## config.mk

```make
export PLATFORM = sky130hd
export DESIGN_NAME = escaped_frame_byte_decoder_flat
export DESIGN_NICKNAME = d
export VERILOG_FILES = /design/src/efbd_pkg.sv /design/src/efbd_ifs.sv /design/src/efbd_core.sv /design/src/escaped_frame_byte_decoder.sv /design/src/flat_wrapper.sv
export SDC_FILE = /design/constraint.sdc
export NUM_CORES = 1
export LEC_CHECK = 0
export BUFFER_PORTS_ARGS = -buffer_cell sky130_fd_sc_hd__buf_4
export CAP_MARGIN = 20
export CORE_ASPECT_RATIO = 2
export CORE_UTILIZATION = 53
export CTS_CLUSTER_SIZE = 20
export DETAILED_ROUTE_END_ITERATION = 8
export PLACE_DENSITY = 0.85
export SLEW_MARGIN = 20
export SYNTH_ARGS = -nofsm -noshare
export SYNTH_HDL_FRONTEND = slang
export SYNTH_SLANG_ARGS = --single-unit
```

## constraint.sdc

```tcl
create_clock -name clk -period 3.5 [get_ports clk]
set_input_delay 0.525 -clock clk [delete_from_list [all_inputs] [get_ports clk]]
set_output_delay 0.525 -clock clk [all_outputs]
set_load 0.05 [all_outputs]
```

## src/efbd_pkg.sv

```systemverilog
// Shared types and constants for the escaped frame byte decoder.
`timescale 1ns / 1ps

package efbd_pkg;

    localparam logic [7:0] CODE_ESC       = 8'h7D;
    localparam logic [7:0] CODE_DELIM     = 8'h7E;
    localparam logic [7:0] ESC_OFFSET     = 8'h20;
    localparam logic [7:0] BUF_SIZE_RESET = 8'd254;

    localparam int PADDR_W = 1;
    localparam int PDATA_W = 32;

    localparam logic [PADDR_W-1:0] REG_BUFFER_SIZE = '0;

    typedef enum logic [1:0] {
        MODE_IDLE    = 2'd0,
        MODE_PAYLOAD = 2'd1,
        MODE_ESCAPE  = 2'd2
    } mode_t;

    typedef enum logic [1:0] {
        EV_NONE    = 2'd0,
        EV_DONE    = 2'd1,
        EV_OVERRUN = 2'd2
    } event_t;

    typedef struct packed {
        event_t     event_res;
        logic [7:0] frame_length;
        logic       store_valid;
        logic [7:0] store_index;
        logic [7:0] store_data;
    } result_t;

endpackage

```

## src/efbd_ifs.sv

```systemverilog
// Valid/ready channel interfaces for received bytes and decode results.
`timescale 1ns / 1ps

interface efbd_rx_if;
    logic       valid;
    logic       ready;
    logic [7:0] rx_byte;

    modport source (output valid, output rx_byte, input ready);
    modport sink (input valid, input rx_byte, output ready);
endinterface

interface efbd_res_if;
    logic       valid;
    logic       ready;
    logic [1:0] event_res;
    logic [7:0] frame_length;
    logic       store_valid;
    logic [7:0] store_index;
    logic [7:0] store_data;

    modport source (output valid, output event_res, output frame_length,
                    output store_valid, output store_index, output store_data,
                    input ready);
    modport sink (input valid, input event_res, input frame_length,
                  input store_valid, input store_index, input store_data,
                  output ready);
endinterface

```

## src/efbd_core.sv

```systemverilog
// Destuffing state machine: mode and byte count, one byte per step.
`timescale 1ns / 1ps

module efbd_core
(
    input  logic              clk,
    input  logic              rst_n,
    input  logic              step_en,
    input  logic [7:0]        rx_byte,
    input  logic [7:0]        buffer_size,
    output efbd_pkg::result_t result
);

    efbd_pkg::mode_t mode_reg;
    efbd_pkg::mode_t mode_next;
    logic [7:0]      count_reg;
    logic [7:0]      count_next;
    logic [7:0]      data_byte;
    logic            room;

    assign data_byte = (mode_reg == efbd_pkg::MODE_ESCAPE) ?
                       8'(rx_byte + efbd_pkg::ESC_OFFSET) : rx_byte;
    assign room      = count_reg < buffer_size;

    // next state
    always_comb
    begin
        mode_next  = mode_reg;
        count_next = count_reg;
        if (rx_byte == efbd_pkg::CODE_DELIM)
        begin
            mode_next  = efbd_pkg::MODE_PAYLOAD;
            count_next = '0;
        end
        else if (rx_byte == efbd_pkg::CODE_ESC)
        begin
            mode_next = efbd_pkg::MODE_ESCAPE;
        end
        else if (mode_reg != efbd_pkg::MODE_IDLE)
        begin
            if (room)
            begin
                mode_next  = efbd_pkg::MODE_PAYLOAD;
                count_next = 8'(count_reg + 8'd1);
            end
            else
            begin
                mode_next = efbd_pkg::MODE_IDLE;
            end
        end
    end

    // outputs
    always_comb
    begin
        result = '{efbd_pkg::EV_NONE, 8'd0, 1'b0, 8'd0, 8'd0};
        if (rx_byte == efbd_pkg::CODE_DELIM)
        begin
            if (count_reg != 8'd0)
            begin
                result.event_res    = efbd_pkg::EV_DONE;
                result.frame_length = count_reg;
            end
        end
        else if (rx_byte != efbd_pkg::CODE_ESC && mode_reg != efbd_pkg::MODE_IDLE)
        begin
            if (room)
            begin
                result.store_valid = 1'b1;
                result.store_index = count_reg;
                result.store_data  = data_byte;
            end
            else
            begin
                result.event_res    = efbd_pkg::EV_OVERRUN;
                result.frame_length = 8'(buffer_size + 8'd1);
            end
        end
    end

    always_ff @(posedge clk or negedge rst_n)
    begin
        if (!rst_n)
        begin
            mode_reg  <= efbd_pkg::MODE_IDLE;
            count_reg <= '0;
        end
        else if (step_en)
        begin
            mode_reg  <= mode_next;
            count_reg <= count_next;
        end
    end

    a_store_in_range: assert property (@(posedge clk) disable iff (!rst_n)
        result.store_valid |-> result.store_index < buffer_size)
        else $error("store index beyond buffer size");

    a_store_counts: assert property (@(posedge clk) disable iff (!rst_n)
        step_en && result.store_valid |=> count_reg == 8'($past(count_reg) + 8'd1))
        else $error("count did not advance on store");

    a_overrun_idle: assert property (@(posedge clk) disable iff (!rst_n)
        step_en && result.event_res == efbd_pkg::EV_OVERRUN
        |=> mode_reg == efbd_pkg::MODE_IDLE && $stable(count_reg))
        else $error("overrun did not return to idle with count held");

    a_done_clears: assert property (@(posedge clk) disable iff (!rst_n)
        step_en && result.event_res == efbd_pkg::EV_DONE
        |=> count_reg == 8'd0 && mode_reg == efbd_pkg::MODE_PAYLOAD)
        else $error("frame complete did not clear count");

endmodule

```

## src/escaped_frame_byte_decoder.sv

```systemverilog
// Top level: input register, destuffing core, result register and APB register.
`timescale 1ns / 1ps

// Byte destuffing decoder: takes one received byte per clock and gives one result
// transaction per byte, held in the result register. Throughput is one byte per cycle
// and is set by the registered update of mode and byte count in the core between the input
// register and the result register; backpressure on the result side stalls the input
// only when both registers are full. Write buffer_size at address 0 only while idle.
module escaped_frame_byte_decoder
(
    input  logic                          clk,
    input  logic                          rst_n,
    efbd_rx_if.sink                       rx,
    efbd_res_if.source                    res,
    input  logic                          psel,
    input  logic                          penable,
    input  logic                          pwrite,
    input  logic [efbd_pkg::PADDR_W-1:0]  paddr,
    input  logic [efbd_pkg::PDATA_W-1:0]  pwdata,
    output logic [efbd_pkg::PDATA_W-1:0]  prdata,
    output logic                          pready
);

    logic              in_valid_reg;
    logic [7:0]        in_byte_reg;
    logic              out_valid_reg;
    logic              out_valid_next;
    efbd_pkg::result_t out_res_reg;
    efbd_pkg::result_t core_res;
    logic [7:0]        buffer_size_reg;
    logic              advance;
    logic              cfg_write;

    assign advance  = in_valid_reg && (!out_valid_reg || res.ready);
    assign rx.ready = !in_valid_reg || advance;

    efbd_core u_core
    (
        .clk         (clk),
        .rst_n       (rst_n),
        .step_en     (advance),
        .rx_byte     (in_byte_reg),
        .buffer_size (buffer_size_reg),
        .result      (core_res)
    );

    always_ff @(posedge clk or negedge rst_n)
    begin
        if (!rst_n)
        begin
            in_valid_reg <= 1'b0;
        end
        else if (rx.ready)
        begin
            in_valid_reg <= rx.valid;
        end
    end

    always_ff @(posedge clk)
    begin
        if (rx.ready && rx.valid)
        begin
            in_byte_reg <= rx.rx_byte;
        end
    end

    always_comb
    begin
        if (advance)
        begin
            out_valid_next = 1'b1;
        end
        else if (res.ready)
        begin
            out_valid_next = 1'b0;
        end
        else
        begin
            out_valid_next = out_valid_reg;
        end
    end

    always_ff @(posedge clk or negedge rst_n)
    begin
        if (!rst_n)
        begin
            out_valid_reg <= 1'b0;
        end
        else
        begin
            out_valid_reg <= out_valid_next;
        end
    end

    always_ff @(posedge clk)
    begin
        if (advance)
        begin
            out_res_reg <= core_res;
        end
    end

    assign res.valid        = out_valid_reg;
    assign res.event_res    = out_res_reg.event_res;
    assign res.frame_length = out_res_reg.frame_length;
    assign res.store_valid  = out_res_reg.store_valid;
    assign res.store_index  = out_res_reg.store_index;
    assign res.store_data   = out_res_reg.store_data;

    // APB register
    assign pready    = 1'b1;
    assign cfg_write = psel && penable && pwrite && pready;

    always_ff @(posedge clk or negedge rst_n)
    begin
        if (!rst_n)
        begin
            buffer_size_reg <= efbd_pkg::BUF_SIZE_RESET;
        end
        else if (cfg_write && paddr == efbd_pkg::REG_BUFFER_SIZE)
        begin
            buffer_size_reg <= pwdata[7:0];
        end
    end

    always_comb
    begin
        prdata = '0;
        if (paddr == efbd_pkg::REG_BUFFER_SIZE)
        begin
            prdata[7:0] = buffer_size_reg;
        end
    end

endmodule

```

## src/flat_wrapper.sv

```systemverilog
// flat-port wrapper written by rule: the top's interface ports become plain ports
module escaped_frame_byte_decoder_flat 
  (clk, rst_n, psel, penable, pwrite, paddr, pwdata, prdata, pready, rx_valid, rx_rx_byte, rx_ready, res_valid, res_event_res, res_frame_length, res_store_valid, res_store_index, res_store_data, res_ready);
  efbd_rx_if rx_i ();
  efbd_res_if res_i ();
  input  logic clk;
  input  logic rst_n;
  input  logic psel;
  input  logic penable;
  input  logic pwrite;
  input  logic [efbd_pkg::PADDR_W-1:0] paddr;
  input  logic [efbd_pkg::PDATA_W-1:0] pwdata;
  output logic [efbd_pkg::PDATA_W-1:0] prdata;
  output logic pready;
  input wire logic [$bits(rx_i.valid)-1:0] rx_valid;
  input wire logic [$bits(rx_i.rx_byte)-1:0] rx_rx_byte;
  output wire logic [$bits(rx_i.ready)-1:0] rx_ready;
  output wire logic [$bits(res_i.valid)-1:0] res_valid;
  output wire logic [$bits(res_i.event_res)-1:0] res_event_res;
  output wire logic [$bits(res_i.frame_length)-1:0] res_frame_length;
  output wire logic [$bits(res_i.store_valid)-1:0] res_store_valid;
  output wire logic [$bits(res_i.store_index)-1:0] res_store_index;
  output wire logic [$bits(res_i.store_data)-1:0] res_store_data;
  input wire logic [$bits(res_i.ready)-1:0] res_ready;
  assign rx_i.valid = rx_valid;
  assign rx_i.rx_byte = rx_rx_byte;
  assign rx_ready = rx_i.ready;
  assign res_valid = res_i.valid;
  assign res_event_res = res_i.event_res;
  assign res_frame_length = res_i.frame_length;
  assign res_store_valid = res_i.store_valid;
  assign res_store_index = res_i.store_index;
  assign res_store_data = res_i.store_data;
  assign res_i.ready = res_ready;
  escaped_frame_byte_decoder u_core (.clk(clk), .rst_n(rst_n), .rx(rx_i), .res(res_i), .psel(psel), .penable(penable), .pwrite(pwrite), .paddr(paddr), .pwdata(pwdata), .prdata(prdata), .pready(pready));
endmodule
```

==> metrics.md, run 1 <==
| Metric | Value |
|---|---|
| Die width | `54.3 um` |
| Proportion of layout cells with a drive suffix above 1 | `0.302` |
| FF/Latch Area | `around 0.0016 mm2` |
| Top_reg_cell synth | `edfxtp_1` |
| Commonest cells post-synth | `edfxtp_1, buf_4, nand2_1` |
| Final Hold Fails | `0` |
| Fraction of the mapped netlist area in simple logic gates | `0.167` |
| TritonCTS Sinks | `55` |
| Initial antenna violation count | `0` |
| CORE AREA | `around 0.0052 mm2` |
| # nets final | `roughly 370` |
| N_diodes | `0` |
| Num CTS Buffers | `5` |
| GRT Total Usage | `0.207` |
| CTS tree | `built` |
| Synth Area in Adders | `0.0475` |
| Row count | `37` |
| Skew final | `6.86 ps` |
| Die Ht | `about 110 um` |
| Post-synth EDFFs | `35` |
| Syn Area/Cell | `between 10 and 15 um2` |
| Via density | `5.49` |
| GP Congestion | `approximately 0.85` |
| Routed WL per cell | `approximately 14 um` |
| Synth cell types | `51` |
| Hold Buf Count CTS | `0` |
| Post-synth ARST share | `0.364` |
| Leak | `approximately 1.5 nW` |
| Data required, critical path | `~3600 ps` |
| # resized after CTS | `0` |
| Most common cell in the netlist | `edfxtp_1` |
| Filler cells | `409` |
| Worst vdd ir | `0.491 mV` |
| Layout Area Growth over Synthesis | `16.9%` |
| Pin count of the biggest net entering global routing | `28` |
| Mux share of post-synthesis cell area | `0.0449` |
| First drt pass iteration count | `4` |
| Post-synth top area cell | `edfxtp_1` |
| Max_cap viols | `0` |
| Routed via count | `2024` |
| Compound-cell area share of the yosys netlist | `0.0895` |
| Critical-path maximum fanout | `8` |
| Synth Instances | `249` |
| Clock Path Buffers | `2` |
| Slew margin rel. | `0.364` |
| Clock slew at reported path FFs | `roughly 90 ps` |
| P per Cell Area | `roughly 500 mW/mm2` |
| Residual overflow from global routing | `0` |
| # IOs | `110` |
| RSZ-0062 raised after global routing | `false` |
| Worst-Margin Slew | `~950 ps` |
| Initial core utilization | `0.558` |
| Fin crit period | `approximately 2500 ps` |
| Post-synthesis sequential area ratio | `0.539` |
| CTS HTree Levels | `2` |
| Syn Std Cell Area | `~0.0029 mm2` |
| CP Capture Type | `register` |
| Multi-input logic area | `around 0.0012 mm2` |
| Final Max Tran Viols | `0` |
| Drt drc | `0` |
| Share of the synthesized area in the top cell type | `0.363` |
| Fmax | `397 MHz` |
| Final WL | `between 5 and 6 mm` |
| Worst min path class | `primary input to asynchronous set/reset pin` |
| DP Wirelength | `approximately 4.2 mm` |
| Synth Warn # | `0` |
| Die area | `0.00578 mm2` |
| Crit Path Class | `register to register` |
| Remaining antenna violation count | `0` |
| Period utilization | `0.720` |
| Largest cells by area after synthesis | `edfxtp_1, dfrtp_1, buf_4, dfstp_2, ha_1` |
| Post-synthesis xor/xnor area fraction | `0.0212` |
| Status | `completed` |
| Port bufs | `60` |
| Vias in the first global route | `between 1500 and 2000` |
| DP Cell Count | `~360` |
| Finished Layout Cells | `369` |
| Root buf cell | `clkbuf_8` |
| Drt initial violations | `42` |
| Combinational family with the most area after synthesis | `simple AND/OR/NAND/NOR gates` |
| Global-route wire length before repair | `about 8.6 mm` |
| Setup TNS | `0 ps` |
| Setup Viol. Count Final | `0` |
| Number of synthesized register bits | `between 50 and 60` |
| Worst path arrival time | `2590 ps` |
| Worst setup SP type | `register` |
| Worst skew pair latency | `320 ps` |
| Number of setup buffers added after CTS | `0` |
==> worst paths after layout <==
kind,startpoint,to,slack [ps],cells after the start
min in group clk,rx_rx_byte[6],u_core.in_byte_reg[6]$_DFFE_PP_,380,1
min,rst_n,u_core.u_core.mode_reg[0]$_DFFE_PN0P_,70,1
max in group asynchronous,rst_n,u_core.buffer_size_reg[1]$_DFFE_PN1P_,3160,1
max,u_core.buffer_size_reg[2]$_DFFE_PN1P_,u_core.res.frame_length[1]$_DFFE_PP_,980,8
min reg2reg,u_core.in_valid_reg$_DFFE_PN0N_,u_core.res.valid$_DFFE_PN0P_,580,1
max reg2reg,u_core.buffer_size_reg[2]$_DFFE_PN1P_,u_core.res.frame_length[1]$_DFFE_PP_,980,8
==> layout by cell type, fill, tap and decap left out, types with 2 or more instances in the layout <==
master / count
nand2_1: 19
o211ai_1: 3
buf_4: 60
nand2b_1: 4
clkbuf_8: 5
and3_1: 3
o21ai_1: 6
nor2_1: 17
xnor2_1: 7
dfstp_2: 7
nand3b_1: 3
edfxtp_1: 35
nor2b_1: 4
mux2_2: 8
and2_1: 10
mux2i_1: 4
o311ai_0: 2
o22ai_1: 2
nor3_1: 6
nand3_1: 9
inv_1: 12
ha_1: 11
conb_1: 25
a21oi_1: 7
dfrtp_1: 13
==> through the flow <==
stage	utilization	hold WS [ps]	total power, W	instance area, um2	setup slack (ps)
6_report	0.653	72.4	0.00165	3380	979
5_1_grt	0.653	82.4	0.00173	3380	844
4_1_cts	0.653	72.0	0.00166	3380	987
3_5_place_dp	0.636	419	0.00132	3300	1020
3_3_place_gp	0.636	417	0.00131	3300	1150
2_1_floorplan	-	229	0.00122	2980	1280
==> power by group <==
part	internal [W]	leakage (nW)	switching, W
clock network	0.000142	0.0452	0.000203
registers	0.000773	0.577	0.0000536
logic	0.000153	0.874	0.000331
total	0.00107	1.50	0.000588
==> cells by family after synthesis <==
| kind of cell | after synthesis |
|---|---|
| simple gates | 86 |
| flops | 55 |
| buf+inv | 42 |
| compound gates | 34 |
| mux | 12 |
| fa+ha+maj | 11 |
| xor+xnor | 7 |
| other cells | 2 |
==> worst max-delay path, cell delays in order (launching register included) <==
cell      delay, ps
dfstp_2         580
inv_1            60
ha_1            280
a211oi_1        290
o21ai_2         130
a21oi_1         300
or3_1           340
inv_2            70
a22o_1          230
==> layout make-up <==
| class | count | area share |
|---|---|---|
| timing repair buffer | 60 | 0.133 |
| clock buffer | 6 | 0.0214 |
| tap | 58 | 0.0214 |
| multi-input combinational | 175 | 0.345 |
| clock inverter | 2 | 0.00407 |
| sequential | 55 | 0.461 |
| inverter | 13 | 0.0144 |
==> metal layers <==
layer	part of all wire	wire length (um)	global-route usage
met1	0.33	1750	0.228
met2	0.56	2980	0.345
met3	0.065	344	0.0486
met4	0.037	195	0.115
met5	0	0	0
Note: power is estimated with default switching activity, not from simulation.
==> run 2: changes to the inputs <==
--- a/config.mk
+++ b/config.mk
@@ -8,10 +8,10 @@
 export BUFFER_PORTS_ARGS = -buffer_cell sky130_fd_sc_hd__buf_4
 export CAP_MARGIN = 20
 export CORE_ASPECT_RATIO = 2
-export CORE_UTILIZATION = 53
+export CORE_UTILIZATION = 44
 export CTS_CLUSTER_SIZE = 20
 export DETAILED_ROUTE_END_ITERATION = 8
-export PLACE_DENSITY = 0.85
+export PLACE_DENSITY = 0.76
 export SLEW_MARGIN = 20
 export SYNTH_ARGS = -nofsm -noshare
 export SYNTH_HDL_FRONTEND = slang
==> constraint.sdc (replaced) <==
create_clock -name clk -period 2.14 [get_ports clk]
set_input_delay 0.321 -clock clk [delete_from_list [all_inputs] [get_ports clk]]
set_output_delay 0.321 -clock clk [all_outputs]
set_load 0.05 [all_outputs]
==> metrics.md, run 2 (same netlist as run 1, synthesis figures left out) <==
| Metric | Value |
|---|---|
| Status | `completed` |
| Switching part of the total | `0.335` |
| Most frequent cells in the layout | `buf_4, edfxtp_1, conb_1, nand2_1, nor2_1` |
| Clock network fraction of total power | `0.258` |
| Worst skew pair latency | `a little under 300 ps` |
| Row count | `41` |
| Die Ht | `between 100 and 150 um` |
| Initial antenna violation count | `0` |
| CTS HTree Levels | `2` |
| Combinational group share of total power | `0.329` |
| Routed via count | `~2100` |
| Final Hold Fails | `0` |
| First drt pass iteration count | `4` |
| Drt drc | `0` |
| GRT Total Usage | `0.192` |
| CORE AREA | `approximately 0.0063 mm2` |
| Psw | `0.00108 W` |
| GP Congestion | `approximately 0.9` |
| Data required, critical path | `between 2000 and 2500 ps` |
| Initial core utilization | `0.459` |
| Fin crit period | `between 2000 and 2500 ps` |
| Residual overflow from global routing | `0` |
| Met3 GRT Util | `0.0310` |
| Via density | `a little under 5` |
| Crit Path Class | `register to register` |
| Sequential share of power | `0.413` |
| Period utilization | `0.970` |
| Routed WL per cell | `between 10 and 15 um` |
| Layout Area Growth over Synthesis | `34.7%` |
| Worst path arrival time | `approximately 2300 ps` |
| N_diodes | `0` |
| Post-Place Setup Slack | `-139 ps` |
| GRT met1 Usage | `0.193` |
| P per Cell Area | `between 800 and 900 mW/mm2` |
| DP Cell Count | `between 400 and 500` |
| Num CTS Buffers | `5` |
| Worst vdd ir | `0.501 mV` |
| Worst setup SP type | `register` |
| Final WL | `roughly 6.2 mm` |
| Top Usage Layer GRT | `met2` |
| Max_cap viols | `0` |
| Fmax | `482 MHz` |
| Final core utilization | `0.618` |
| CTS tree | `built` |
| Vias in the first global route | `a little over 2000` |
| Remaining antenna violation count | `0` |
| Setup TNS | `0 ps` |
| TritonCTS Sinks | `between 50 and 60` |
| # IOs | `between 100 and 150` |
| Critical-path maximum fanout | `5` |
| Global-route wire length before repair | `about 9.6 mm` |
| Final Max Tran Viols | `0` |
| Skew final | `roughly 3.8 ps` |
| Port bufs | `60` |
| CP Capture Type | `register` |
| Clock Path Buffers | `2` |
| Grt met2 use | `0.358` |
| Leak | `approximately 1.7 nW` |
| Clock slew at reported path FFs | `approximately 70 ps` |
| Proportion of layout cells with a drive suffix above 1 | `0.420` |
| Die width | `between 50 and 60 um` |
| Final worst slack | `63.4 ps` |
| Setup Viol. Count Final | `0` |
| Root buf cell | `clkbuf_16` |
| Drt initial violations | `between 40 and 50` |
| Die area | `slightly below 0.007 mm2` |
| Leading cell type in the layout, fill and taps excluded | `buf_4` |
| Int Pwr | `roughly 0.0021 W` |
| Total Power | `roughly 0.0032 W` |
| Finished Layout Cells | `434` |
| # nets final | `406` |
| DP Wirelength | `between 4 and 5 mm` |
| Pin count of the biggest net entering global routing | `28` |
| RSZ-0062 raised after global routing | `true` |
| Worst min path class | `primary input to register` |
==> run 2: cell count changes in the layout (fill, tap and decap cells not counted), sizes merged <==
cell / previous run / this run
buf: 60 / 96
clkbuf: 6 / 7
clkinv: 2 / 1
dlygate4sd3: 0 / 1
==> run 2: final timing paths <==
path	endpoint	startpoint	slack [ps]	depth (start not counted)
setup / recovery	u_core.res.store_data[2]$_SDFFCE_PP0P_	u_core.buffer_size_reg[2]$_DFFE_PN1P_	60	9
hold / removal	u_core.in_byte_reg[4]$_DFFE_PP_	rx_rx_byte[4]	200	1
setup reg to reg	u_core.res.store_data[2]$_SDFFCE_PP0P_	u_core.buffer_size_reg[2]$_DFFE_PN1P_	60	9
hold reg to reg	u_core.res.valid$_DFFE_PN0P_	u_core.in_valid_reg$_DFFE_PN0N_	570	1
max in group asynchronous	u_core.buffer_size_reg[6]$_DFFE_PN1P_	rst_n	1420	2
min in group asynchronous	u_core.u_core.count_reg[0]$_DFFE_PN0P_	rst_n	440	2
==> run 2: critical path, stage by stage, from the launching register on <==
cell and delay (ps):
dfstp_2 540, inv_2 50, ha_4 220, a211oi_4 230, o21ai_4 120, a21oi_2 170, buf_4 140, nor3b_4 220
buf_6 140, and2_4 130
==> run 2: per-stage QoR <==
| stage | cell area, um2 | hold slack [ps] |
|---|---|---|
| finish | 3900 | 198 |
| global route | 3900 | 188 |
| detailed placement | 3580 | 220 |
| global placement | 3580 | 222 |
| CTS | 3760 | 197 |
| floorplan | 2990 | 25.4 |
==> run 2: power by group through the flow <==
stage          sequential, W  clock [W]  combinational (W)
2_1_floorplan        0.00149          0           0.000513
3_3_place_gp         0.00134          0           0.000959
3_5_place_dp         0.00134          0           0.000974
4_1_cts              0.00132   0.000838           0.000986
5_1_grt              0.00134   0.000879            0.00114
6_report             0.00132   0.000829            0.00106
==> run 2: repair_timing <==
action / 4_1_cts / 5_1_grt
hold endpoints to repair: 13 / 0
pin swaps: 1 / 6
setup buffers: 0 / 3
hold buffers: 1 / 0
cloned: 0 / 1
endpoints found under the setup margin: 14 / 30
gates resized for setup: 2 / 23
==> run 2: cell type report <==
type,count,area (um2)
inverter,13,48.8
multi-input combinational,175,1290
fill,542,2410
clock buffer,7,143
clock inverter,1,8.76
timing repair buffer,97,742
sequential,55,1560
tap,86,108
==> run 2: per-layer routing <==
metal / wire length, um / part of all wire
met1: 2120 / 0.34
met2: 3650 / 0.59
met3: 261 / 0.042
met4: 194 / 0.031
met5: 0 / 0
